===== config.mk =====
export PLATFORM = sky130hd
export DESIGN_NAME = sda_queue
export DESIGN_NICKNAME = d
export VERILOG_FILES = /design/src/rtl/sph_density_accumulator_top_defines.svh /design/src/rtl/sda_pkg.sv /design/src/rtl/sda_queue.sv
export SDC_FILE = /design/constraint.sdc
export NUM_CORES = 1
export LEC_CHECK = 0
export ABC_CLOCK_PERIOD_IN_PS = 4730
export BUFFER_PORTS_ARGS = -buffer_cell sky130_fd_sc_hd__clkbuf_2
export CORE_MARGIN = 4
export CORE_UTILIZATION = 56
export DETAILED_ROUTE_END_ITERATION = 8
export PLACE_DENSITY_LB_ADDON = 0.12
export SYNTH_ARGS = -nofsm -noshare
export SYNTH_HDL_FRONTEND = slang
export SYNTH_SLANG_ARGS = --single-unit

===== constraint.sdc =====
create_clock -name clk -period 4.73 [get_ports clk]
set_input_delay 0.946 -clock clk [delete_from_list [all_inputs] [get_ports clk]]
set_output_delay 0.946 -clock clk [all_outputs]
set_load 0.005 [all_outputs]

===== src/rtl/sph_density_accumulator_top_defines.svh =====
`ifndef SPH_DENSITY_ACCUMULATOR_TOP_DEFINES_SVH
`define SPH_DENSITY_ACCUMULATOR_TOP_DEFINES_SVH

// Same-cycle implication, checked on every clock edge outside reset
`define SDA_ASSERT_NOW(lbl, ante, cons, msg) \
	lbl: assert property (@(posedge clk) disable iff (!arst_n) (ante) |-> (cons)) \
		else $error(msg);

// Next-cycle implication
`define SDA_ASSERT_NEXT(lbl, ante, cons, msg) \
	lbl: assert property (@(posedge clk) disable iff (!arst_n) (ante) |=> (cons)) \
		else $error(msg);

`endif


===== src/rtl/sda_pkg.sv =====
`timescale 1ns / 1ps
package sda_pkg;
	localparam int FRAC_BITS_DEF = 16;
	localparam int COORD_W = 24;
	localparam int MAG_W   = 24;
	localparam int RAD_W   = 23;
	localparam int SQ_W    = 48;
	localparam int HSQ_W   = 2 * RAD_W;
	localparam int COEFF_W = 32;
	localparam int SUM_W   = 32;
	localparam int ADDR_W  = 4;

	localparam logic [RAD_W-1:0]   RADIUS_RST   = 23'd65536;
	localparam logic [COEFF_W-1:0] DENSITY_RST  = 32'd156457;
	localparam logic [COEFF_W-1:0] NEAR_RST     = 32'd312914;

	// register indexes (word address bits)
	localparam logic [1:0] REG_RADIUS = 2'd0;
	localparam logic [1:0] REG_DCOEFF = 2'd1;
	localparam logic [1:0] REG_NCOEFF = 2'd2;

	// classified neighbour between front and back
	typedef struct packed {
		logic [SQ_W-1:0] sq;
		logic            in_range;
		logic            last;
	} sda_item_t;

	typedef struct packed {
		logic full;
		logic empty;
	} sda_qstat_t;
endpackage


===== src/rtl/sda_queue.sv =====
`timescale 1ns / 1ps
module sda_queue (
	input  logic                clk,
	input  logic                arst_n,
	input  logic                push,
	input  sda_pkg::sda_item_t  push_item,
	input  logic                pop,
	output sda_pkg::sda_item_t  head,
	output sda_pkg::sda_qstat_t qstat
);
	import sda_pkg::*;

	sda_item_t  mem_q [2];
	logic       wr_ptr_q, rd_ptr_q;
	logic [1:0] count_q;

	assign qstat.full  = (count_q == 2'd2);
	assign qstat.empty = (count_q == 2'd0);
	assign head        = mem_q[rd_ptr_q];

	always_ff @(posedge clk or negedge arst_n) begin
		if (!arst_n) begin
			wr_ptr_q <= 1'b0;
			rd_ptr_q <= 1'b0;
			count_q  <= 2'd0;
		end else begin
			if (push) wr_ptr_q <= !wr_ptr_q;
			if (pop) rd_ptr_q <= !rd_ptr_q;
			count_q <= count_q + 2'(push) - 2'(pop);
		end
	end

	always_ff @(posedge clk) begin
		if (push) mem_q[wr_ptr_q] <= push_item;
	end
endmodule


# [Word-level counts from Yosys, hierarchy flattened]
# Memory sizes are Yosys's and may differ from the RTL's.
# Index checks and enable logic that the tools add are counted.
# W data, S select, Z words.
[totals] register_bits=4 ramBits=100 input_bits=54 output_inout_bits=52 memories=1
[op_classes] n_addsub=2 eq_ne=1 n_mux=2 reduce_logical=3
[mem_list] name="mem_q" words=2 word_bits=50 rd=1 rd_ports_with_merged_regs=0 write_ports=1 line="sda_queue.sv:13" rtl="sda_item_t mem_q [2];"
[op_table] cell="$add A2 B1 Y2" n=1
[op_table] cell="$eq A2 B2 Y1 const B" n=1
[op_table] cell="$logic_not A1 Y1" n=2
[op_table] cell="$logic_not A2 Y1" n=1
[op_table] cell="$mux W1" n=2
[op_table] cell="$sub A2 B1 Y2" n=1

# [Longest topological paths before layout]
[logic_depth] depth_word=2 mapped_depth=5 mapped_depth_nobuf=5

# [Worst setup path before layout]
# OpenSTA, ideal clock, no wires.
[synth_path] path_type="in2reg" startpoint="in push" endpoint="mem mem_q[0][0] (netlist name), enable pin" setup_time_ns=0.464 arrival_ns=3.162 slack_ns=1.104 path_stages=1 path_buffers=0 path_cell_list="nor2b_1"
[synth_via] elab_chain_cells=2
[synth_lines] item="start: declaration" line="sda_queue.sv:5" rtl="input logic push,"
[synth_lines] item="$mux W1" line="sda_queue.sv:34" rtl="if (push) mem_q[wr_ptr_q] <= push_item;"
[synth_lines] item="$mux W1 (implied by the code)" line="sda_queue.sv:34"
[synth_lines] item="end: declaration" line="sda_queue.sv:13"
# No other way between the ends.

==> results.json <==
{
  "status": "finished, final reports clean",
  "hpwl_um": 4430,
  "place.gp.congestion": 0.683,
  "cts_root_buffer": "clkbuf_8",
  "top_usage_layer": "met2",
  "synth_top_area_share_pct": 74.0,
  "clk_path_buf_depth": 2,
  "syn_area_sq_um": 4060,
  "power.total_mw": 2.66,
  "coreArea_sq_um": 6910,
  "clk_pin_slew_ps": 90,
  "synth_top_flop_cell": "edfxtp_1",
  "grt_pass1_wl_um": 10000,
  "instances_no_fill": 384,
  "ys_top_cells_by_count": "100 x edfxtp_1, 49 x mux2_4, 5 x buf_12",
  "peakVddDrop_v": 0.000454,
  "ys_async_sr_fraction_pct": 3.85,
  "ys_seq_area_share_pct": 76.5,
  "cts_made_buffers": 9,
  "grt_max_degree": 52,
  "grt.met3_usage_pct": 5.47,
  "cts_tree": "built",
  "via_count": 1880,
  "timing.rr.end": "mem_q[0][24]$_DFFE_PP_",
  "drive_gt1_share_pct": 60.1,
  "clk_latency_ps": 350,
  "antenna_found_initial": 0,
  "finClkSkew_ps": 5.87,
  "ys_ff_latch": 104,
  "fin_nets": 339,
  "post_cts_resized": 0,
  "fmax_mhz": 350,
  "die_w_um": 93.1,
  "post-route-period-util_pct": 60.5,
  "htreeDepth": 3,
  "wl_per_cell_um": 16.5,
  "period_needed_ps": 2860,
  "groute.usage.overall_pct": 15.5,
  "synthCells": 171,
  "p_leak_nw": 1.99,
  "placed_cells": 368,
  "setup_viol": 0,
  "synthTopCellsByArea": "edfxtp_1 74%, mux2_4 18%, buf_12 2.5%",
  "syn_area_per_cell_sq_um": 23.7,
  "initial_utilization_pct": 58.8,
  "slew_violations": 0,
  "rsz0062_at_grt": "false",
  "worst_ep_arrival_time_ps": 1920,
  "ctsHoldBuffers": 0,
  "critPathCaptureType": "output port",
  "drt_first_pass_iters": 4,
  "die_area_sq_um": 8670,
  "crit_required_ps": 3780,
  "maxSlewHeadroom_pct": 38.1,
  "remaining_drc_errors": 0,
  "synthToLayoutAreaGrowth_pct": 18.3,
  "grt.overflow.total": 0,
  "syn-num-nets": 227,
  "drt-total-wl_um": 6340,
  "criticalPathCategory": "reg -> out",
  "diodes": 0,
  "synth.most_common_cell": "edfxtp_1",
  "grt_use_met1_pct": 19.0,
  "fp.dieH_um": 93.1,
  "reg2regPathDepth": 2,
  "use_met2_pct": 25.9,
  "reg2reg_slack_ps": 2850,
  "portBuffers": 105,
  "crit_path_max_fanout": 51,
  "grt_pass1_vias": 1998,
  "startpoint_type": "register",
  "synth_edf_count": 100,
  "hold_viol_final": 0,
  "ioPinCount": 106,
  "hold_path_class": "in -> async",
  "vias_per_cell": 4.90,
  "r2r_start": "wr_ptr_q$_DFFE_PN0P_",
  "synth_warnings": 0,
  "synth.distinct_cells": 13,
  "rows": 30,
  "drt_first_iter_violations": 84,
  "p_per_area_nw_per_um2": 553,
  "finalSetupTns_ps": 0,
  "cts_setup_buffers": 0,
  "synth_top_area_cell": "edfxtp_1",
  "worst_pin_slew_ps": 929,
  "clock_sinks": 104,
  "drtAntennaViolNets": 0,
  "cap_violations": 0
}
cell families (layout without fill, tap and decap cells):
kind of cell               count (synthesis)  after routing  synth area share [%]
buffers and inverters                      8            125                  2.93
DFF                                      104            104                  76.5
muxes                                     50             50                  18.4
xor gates and xnor gates                   3              3                  1.02
adders and majority gates                  2              2                 0.617
and+or+nand+nor                            4              4                 0.555
metrics by stage:
step	cell area [sq um]	hold WS, ps	setup slack (ps)	util, %
floorplan	4060	455	1100	-
global placement	4620	521	2160	66.9
detailed placement	4620	532	2100	66.9
CTS	4800	375	1810	69.5
global route	4800	361	1750	69.5
finish	4800	389	1870	69.5
worst max-delay path, stage by stage (launching register included):
cell and delay [ps]:
dfrtp_4 1040, mux2_2 410, clkbuf_2 110
registers in the layout, summed over array words and instances (netlist names):
register  flops
wr_ptr_q      1
count_q       2
rd_ptr_q      1
mem_q       100
how the worst max path moves through the flow:
stage / startpoint / to / slack (ps) / cells after the start
floorplan: push / mem_q[0][0]$_DFFE_PP_ / 1100 / 1
CTS: rd_ptr_q$_DFFE_PN0P_ / head[49] / 1810 / 2
global route: rd_ptr_q$_DFFE_PN0P_ / head[49] / 1750 / 2
global placement: push / mem_q[0][22]$_DFFE_PP_ / 2160 / 3
detailed placement: push / mem_q[0][23]$_DFFE_PP_ / 2100 / 3
finish: rd_ptr_q$_DFFE_PN0P_ / head[49] / 1870 / 2
placed cells by master, fill, tap and decap left out, drive strengths merged:
cell type / instances
mux2: 50
clkbuf: 117
dfrtp: 4
xor3: 1
xor2: 2
clkinv: 2
buf: 2
clkinvlp: 1
ha: 2
edfxtp: 100
and2: 1
nor2: 1
nor2b: 2
bufinv: 1
inv: 2
power breakdown:
part | leakage [nW] | switching, mW | internal, mW | total (mW)
combinational | 0.918 | 0.269 | 0.482 | 0.750
clock | 0.0904 | 0.272 | 0.244 | 0.516
sequential | 0.984 | 0.164 | 1.22 | 1.39
total | 1.99 | 0.705 | 1.95 | 2.66
final cells by class:
cell class | instances | area [sq um]
Timing Repair Buffer | 107 | 541
Fill cell | 483 | 2100
Inverter | 2 | 7.51
Sequential cell | 104 | 3110
Multi-Input combinational cell | 59 | 845
Clock buffer | 12 | 135
Tap cell | 96 | 120
Clock inverter | 4 | 47.5
per-layer routing:
layer	share of wire (%)	routed length, um	vias to the layer above
met4	0.93	59	0
met3	7.8	494	7
met2	51	3200	67
met5	0	0	-
met1	41	2580	914
li1	-	-	892
Note: power is estimated with default switching activity, not from simulation.
