<file path="src/rtl/sph_density_accumulator_top_defines.svh">
`ifndef SPH_DENSITY_ACCUMULATOR_TOP_DEFINES_SVH
`define SPH_DENSITY_ACCUMULATOR_TOP_DEFINES_SVH

// Same-cycle implication, checked on every clock edge outside reset
`define SDA_ASSERT_NOW(lbl, ante, cons, msg) \
	lbl: assert property (@(posedge clk) disable iff (!arst_n) (ante) |-> (cons)) \
		else $error(msg);

// Next-cycle implication
`define SDA_ASSERT_NEXT(lbl, ante, cons, msg) \
	lbl: assert property (@(posedge clk) disable iff (!arst_n) (ante) |=> (cons)) \
		else $error(msg);

`endif

</file>
<file path="src/rtl/sda_pkg.sv">
`timescale 1ns / 1ps
package sda_pkg;
	localparam int FRAC_BITS_DEF = 16;
	localparam int COORD_W = 24;
	localparam int MAG_W   = 24;
	localparam int RAD_W   = 23;
	localparam int SQ_W    = 48;
	localparam int HSQ_W   = 2 * RAD_W;
	localparam int COEFF_W = 32;
	localparam int SUM_W   = 32;
	localparam int ADDR_W  = 4;

	localparam logic [RAD_W-1:0]   RADIUS_RST   = 23'd65536;
	localparam logic [COEFF_W-1:0] DENSITY_RST  = 32'd156457;
	localparam logic [COEFF_W-1:0] NEAR_RST     = 32'd312914;

	// register indexes (word address bits)
	localparam logic [1:0] REG_RADIUS = 2'd0;
	localparam logic [1:0] REG_DCOEFF = 2'd1;
	localparam logic [1:0] REG_NCOEFF = 2'd2;

	// classified neighbour between front and back
	typedef struct packed {
		logic [SQ_W-1:0] sq;
		logic            in_range;
		logic            last;
	} sda_item_t;

	typedef struct packed {
		logic full;
		logic empty;
	} sda_qstat_t;
endpackage

</file>
<file path="src/rtl/sda_front.sv">
`timescale 1ns / 1ps
module sda_front (
	input  logic                        clk,
	input  logic                        arst_n,
	input  logic                        in_valid,
	output logic                        in_ready,
	input  logic [sda_pkg::COORD_W-1:0] dx,
	input  logic [sda_pkg::COORD_W-1:0] dy,
	input  logic [sda_pkg::COORD_W-1:0] dz,
	input  logic                        last_neighbor,
	input  logic [sda_pkg::RAD_W-1:0]   radius,
	input  sda_pkg::sda_qstat_t         qstat,
	output logic                        push,
	output sda_pkg::sda_item_t          push_item
);
	import sda_pkg::*;

	logic             en;
	logic             valid_s1, valid_s2;
	logic [MAG_W-1:0] ax_s1, ay_s1, az_s1;
	logic             last_s1, last_s2;
	logic [SQ_W-1:0]  sqx_s2, sqy_s2, sqz_s2;
	logic [HSQ_W-1:0] hsq_s2;
	logic [SQ_W-1:0]  sq_sum;

	function automatic logic [MAG_W-1:0] mag(input logic [COORD_W-1:0] v);
		mag = v[COORD_W-1] ? MAG_W'(~v + 1'b1) : MAG_W'(v);
	endfunction

	// whole pipe moves unless stage 2 holds an item and the queue is full
	assign en       = !(valid_s2 && qstat.full);
	assign in_ready = en;

	always_ff @(posedge clk or negedge arst_n) begin
		if (!arst_n) begin
			valid_s1 <= 1'b0;
			valid_s2 <= 1'b0;
		end else if (en) begin
			valid_s1 <= in_valid;
			valid_s2 <= valid_s1;
		end
	end

	// stage 1: magnitudes; stage 2: squares
	always_ff @(posedge clk) begin
		if (en) begin
			ax_s1   <= mag(dx);
			ay_s1   <= mag(dy);
			az_s1   <= mag(dz);
			last_s1 <= last_neighbor;
			sqx_s2  <= ax_s1 * ax_s1;
			sqy_s2  <= ay_s1 * ay_s1;
			sqz_s2  <= az_s1 * az_s1;
			hsq_s2  <= radius * radius;
			last_s2 <= last_s1;
		end
	end

	// sum and radius test into the queue
	assign sq_sum             = sqx_s2 + sqy_s2 + sqz_s2;
	assign push               = valid_s2 && en;
	assign push_item.sq       = sq_sum;
	assign push_item.in_range = (sq_sum <= SQ_W'(hsq_s2));
	assign push_item.last     = last_s2;
endmodule

</file>
<file path="config.mk">
export PLATFORM = sky130hd
export DESIGN_NAME = sda_front
export DESIGN_NICKNAME = d
export VERILOG_FILES = /design/src/rtl/sph_density_accumulator_top_defines.svh /design/src/rtl/sda_pkg.sv /design/src/rtl/sda_front.sv
export SDC_FILE = /design/constraint.sdc
export NUM_CORES = 2
export LEC_CHECK = 0
export BUFFER_PORTS_ARGS = -buffer_cell sky130_fd_sc_hd__clkbuf_2
export CORE_ASPECT_RATIO = 1.1
export CORE_MARGIN = 5
export CORE_UTILIZATION = 60
export CTS_BUF_LIST = sky130_fd_sc_hd__clkbuf_4
export DETAILED_ROUTE_END_ITERATION = 10
export PLACE_DENSITY = 0.77
export SYNTH_ARGS = -nofsm -noshare
export SYNTH_HDL_FRONTEND = slang
export SYNTH_SLANG_ARGS = --single-unit
</file>
<file path="constraint.sdc">
create_clock -name clk -period 14.1 [get_ports clk]
set_input_delay 1.41 -clock clk [delete_from_list [all_inputs] [get_ports clk]]
set_output_delay 1.41 -clock clk [all_outputs]
set_load 0.02 [all_outputs]
</file>
Word level (Yosys, flattened, before mapping)
Cells that the tools add are included.
W data, S select, Z words.
- output and inout port bits: 52
- logic and storage cells: 33
- flip-flop bits (word level): 266
- input bits: 101
- bitwise operators: 3
- $add $sub $neg: 5
- reduce and logical (&&, ||, !) cells: 3
- multiply operators: 4
- multiplexer cells: 3
- $lt $le $gt $ge: 1
- operator list (operator ; number):
    $mul A24 B24 Y48 ; 3
    $add A48 B48 Y48 ; 2
    $add A24 B1 Y24 const B ; 3
    $not A24 Y24 ; 3
    $mux W23 ; 3
    $le A48 B46 Y1 ; 1
    $mul A23 B23 Y46 ; 1
    $logic_and A1 B1 Y1 ; 2
    $logic_not A1 Y1 ; 1

Longest topological paths before layout
- depth after elaboration: 3
- mapped depth: 29
- mapped depth without buffers: 28

Worst setup path before layout
OpenSTA, ideal clock, no wires.
- path type: in2out
- from: input qstat[1] (netlist bit)
- to: output in_ready
- data arrival time: 7033 ps
- required time: 12690 ps
- stages: 1
- slack: 5657 ps
- buffers on the path: 0
- cells stage by stage: nand2_1
- cells in the longest elaborated chain, start to end: 2
- ends and longest elaborated chain (item ; line ; RTL):
    start: declaration ; sda_front.sv:12 ; input sda_pkg::sda_qstat_t qstat,
    $logic_and A1 B1 Y1 ; sda_front.sv:31 ; assign en = !(valid_s2 && qstat.full);
    $logic_not A1 Y1 ; sda_front.sv:31 ;
    end: declaration ; sda_front.sv:6 ; output logic in_ready,
Every way passes these cells.

==> results.txt <==
----------------------------------------------------
[Status]
  Outcome ... complete, no violations

[Hold path]
  Tightest Hold Check Type ... in2async

[Timing]
  Time the final worst path needs with I/O delays and setup ... 8.96 ns
  RSZ-0062 raised after global routing ... no
  Max_slew headroom ... 16.0%
  Setup TNS ... 0 ns
  FMAX ... 112 MHz
  Worst-margin pin slew ... 1.26 ns
  Clock tree skew after final layout ... 0.0692 ns
  Final hold violation count ... 0
  Final Max Tran Viols ... 0
  Number of setup violations in the final report ... 0
  Final hold slack ... 0.286 ns
  Crit share post-route ... 63.6%

[Run]
  Max-cap viol count ... 0

[Drt]
  Detailed router's first-iteration violation count ... 3254
  DRC errors left ... 0
  Total Wirelength ... 183 mm
  WL per Instance ... 18.7 um
  Post-detailed-route count of antenna-violating nets ... 0
  Total iterations of the first detailed-routing run ... 6
  Via count normalized by instance count ... 5.49
  DR vias ... 53700

[Critical path]
  Crit Path Max Fanout ... 4
  Critical path launch point type ... flop
  Capturing element type of the critical path ... primary output
  WP data arrival ... 7.55 ns
  Data required time at the worst endpoint ... 12.69 ns
  Category of the most critical setup path ... reg2out

[Finish]
  Total non-filler cell area in the finished layout ... 80300 sq um
  Core Util, Final ... 63.2%
  Net count, final ... 10600
  Fraction of final layout cells sized beyond drive strength 1 ... 4.45%
  Relative area change from synthesis to final layout ... 4.57%

[Floorplan]
  # IOs ... 153
  Initial Util ... 60.5%
  Area of the die ... 135000 sq um
  Row Count ... 137
  Die W ... 351 um
  Core Region ... 127000 sq um
  Die boundary height ... 385 um

[Synthesis]
  Dominant cell type by area after synthesis ... fa_1
  Sequential area share after synthesis ... 10.2%
  Share of the synthesized area in the top cell type ... 44.2%
  Dominant register cell in the synthesized netlist ... edfxtp_1
  Mean cell area of the mapped netlist ... 9.63 sq um
  Synthesis Warnings ... 0
  Syn Inst Count ... 7980
  Share of synthesized registers carrying an async set or reset ... 0.763%
  Syn Std Cell Area ... 76800 sq um
  Flip-flop and latch count after synthesis ... 262
  Post-synth EDFFs ... 260
  Top post-synthesis cells by area ... fa_1 (44%), ha_1 (13%), inv_1 (11%), edfxtp_1 (10%), and2_1 (3.7%)
  Netlist cell types ... 77

[Placement]
  HPWL reported at the end of detailed placement ... 150 mm
  Gpl congestion ... 0.941
  Cell Area, Placed ... 79300 sq um
  Count of input and output buffers ... 151

[Clock network]
  Latest clock arrival within the worst-skew pair ... 0.95 ns
  Hold bufs inserted after CTS ... 0
  TritonCTS Buffers ... 77
  CTS sink cnt ... 262
  TritonCTS clock tree ... done
  Resized Gates After CTS ... 0
  CTS clk-pin slew, worst paths ... 0.06 ns
  Depth of the CTS H-tree ... 3
  Clock tree root buffer cell ... clkbuf_4
  Post-CTS setup buffer count ... 0
  Bufs on Longest Clock Path ... 3

[GRT]
  Overall fraction of global-route tracks in use ... 28.4%
  Number of global-route vias before repair ... 59800
  Antenna violations before repair ... 6
  Maximum number of pins on one net before global-route repair ... 81
  Global route overflow ... 0
  Global-route wire length before repair ... 301 mm

----------------------------------------------------
per-layer routing:
layer | GRT usage, % | vias up | wire, um
li1 | - | 24000 | -
met3 | 5.01 | 527 | 13900
met1 | 34.6 | 27300 | 67300
met5 | 0 | - | 31
met4 | 12.1 | 4 | 8560
met2 | 49.9 | 1852 | 92800
per-stage QoR:
stage	instances	worst slack (ns)
6_report	9784	5.14
5_1_grt	9783	4.70
4_1_cts	9777	5.30
3_5_place_dp	9639	4.71
3_3_place_gp	9639	4.78
2_1_floorplan	7981	5.66
logic make-up (layout without fill, tap and decap cells):
kind of cell	count (synthesis)	after routing	share of synthesized area (%)
flip-flops	262	262	10.2
XOR/XNOR	312	312	3.56
AO/OA/AOI/OAI	710	710	5.96
adder cells (fa/ha/maj)	2498	2498	57.2
AND/OR/NAND/NOR	1634	1634	10.4
multiplexers	12	12	0.166
buffers and inverters	2550	2678	12.5
other	2	10	0.00978
cell usage in the layout (no fill, tap or decap), types with 31 or more instances in the layout:
cell / count
a21o_1: 134
a21oi_1: 217
and2_1: 451
buf_4: 58
clkbuf_2: 151
clkbuf_4: 98
edfxtp_1: 260
fa_1: 1695
ha_1: 803
inv_1: 2330
nand2_1: 721
nand2b_1: 45
nand3_1: 32
nand4_1: 37
nor2_1: 179
nor2b_1: 47
o21a_1: 31
o21ai_0: 97
o21ai_1: 40
xnor2_1: 225
xor2_1: 87
sequential cells by signal, summed over array words and instances (netlist names):
signal,count
az_s1,24
last_s2,1
hsq_s2,45
valid_s2,1
valid_s1,1
sqz_s2,47
sqy_s2,47
ax_s1,24
last_s1,1
ay_s1,24
sqx_s2,47
cells in the mapped netlist (45+ instances only):
master and n:
xor2_1 87, fa_1 1695, clkbuf_1 218, and2_1 451, nor2_1 179, nand2b_1 45
o21ai_0 97, ha_1 803, a21oi_1 217, nor2b_1 47, nand2_1 722, inv_1 2330
xnor2_1 225, edfxtp_1 260, a21o_1 134
final cells by class:
cell class	instances	area [sq um]
Antenna cell	7	17.5
Clock buffer	98	736
Clock inverter	40	290
Fill cell	10200	46700
Inverter	2331	8750
Multi-Input combinational cell	5169	59400
Sequential cell	262	7860
Tap cell	1668	2090
Timing Repair Buffer	209	1190
path summary, 6_finish.rpt:
| check | start | slack [ns] | to | cells after the start |
|---|---|---|---|---|
| worst min-delay path | arst_n | 0.29 | valid_s1 | 1 |
| max in group asynchronous | arst_n | 13.71 | valid_s2 | 1 |
| min in group clk | last_s1 | 0.43 | last_s2 | 0 |
| worst max-delay path | sqy_s2[4] | 5.14 | push_item[1] | 21 |
| worst max register to register | ax_s1[2] | 5.24 | sqx_s2[46] | 26 |
| worst min register to register | last_s1 | 0.43 | last_s2 | 0 |
worst max-delay path, cell delays in order, from the launching register on:
cell,delay (ns)
edfxtp_1,0.45
fa_1,0.49
ha_1,0.36
nand2_1,0.09
o211ai_1,0.34
a41oi_1,0.32
nor4_1,0.61
o22a_1,0.27
a41o_1,0.20
o41a_1,0.22
a21o_1,0.25
a31oi_1,0.17
xnor2_1,0.54
ha_1,0.23
nand4_1,0.22
nor4_1,0.63
nand2_1,0.12
nor2_1,0.33
nor4_1,0.09
a221oi_1,0.39
nor3_1,0.11
clkbuf_2,0.19
Power is not shown: default switching activity piles up to over one toggle a cycle in this logic, so the estimate is an artifact.
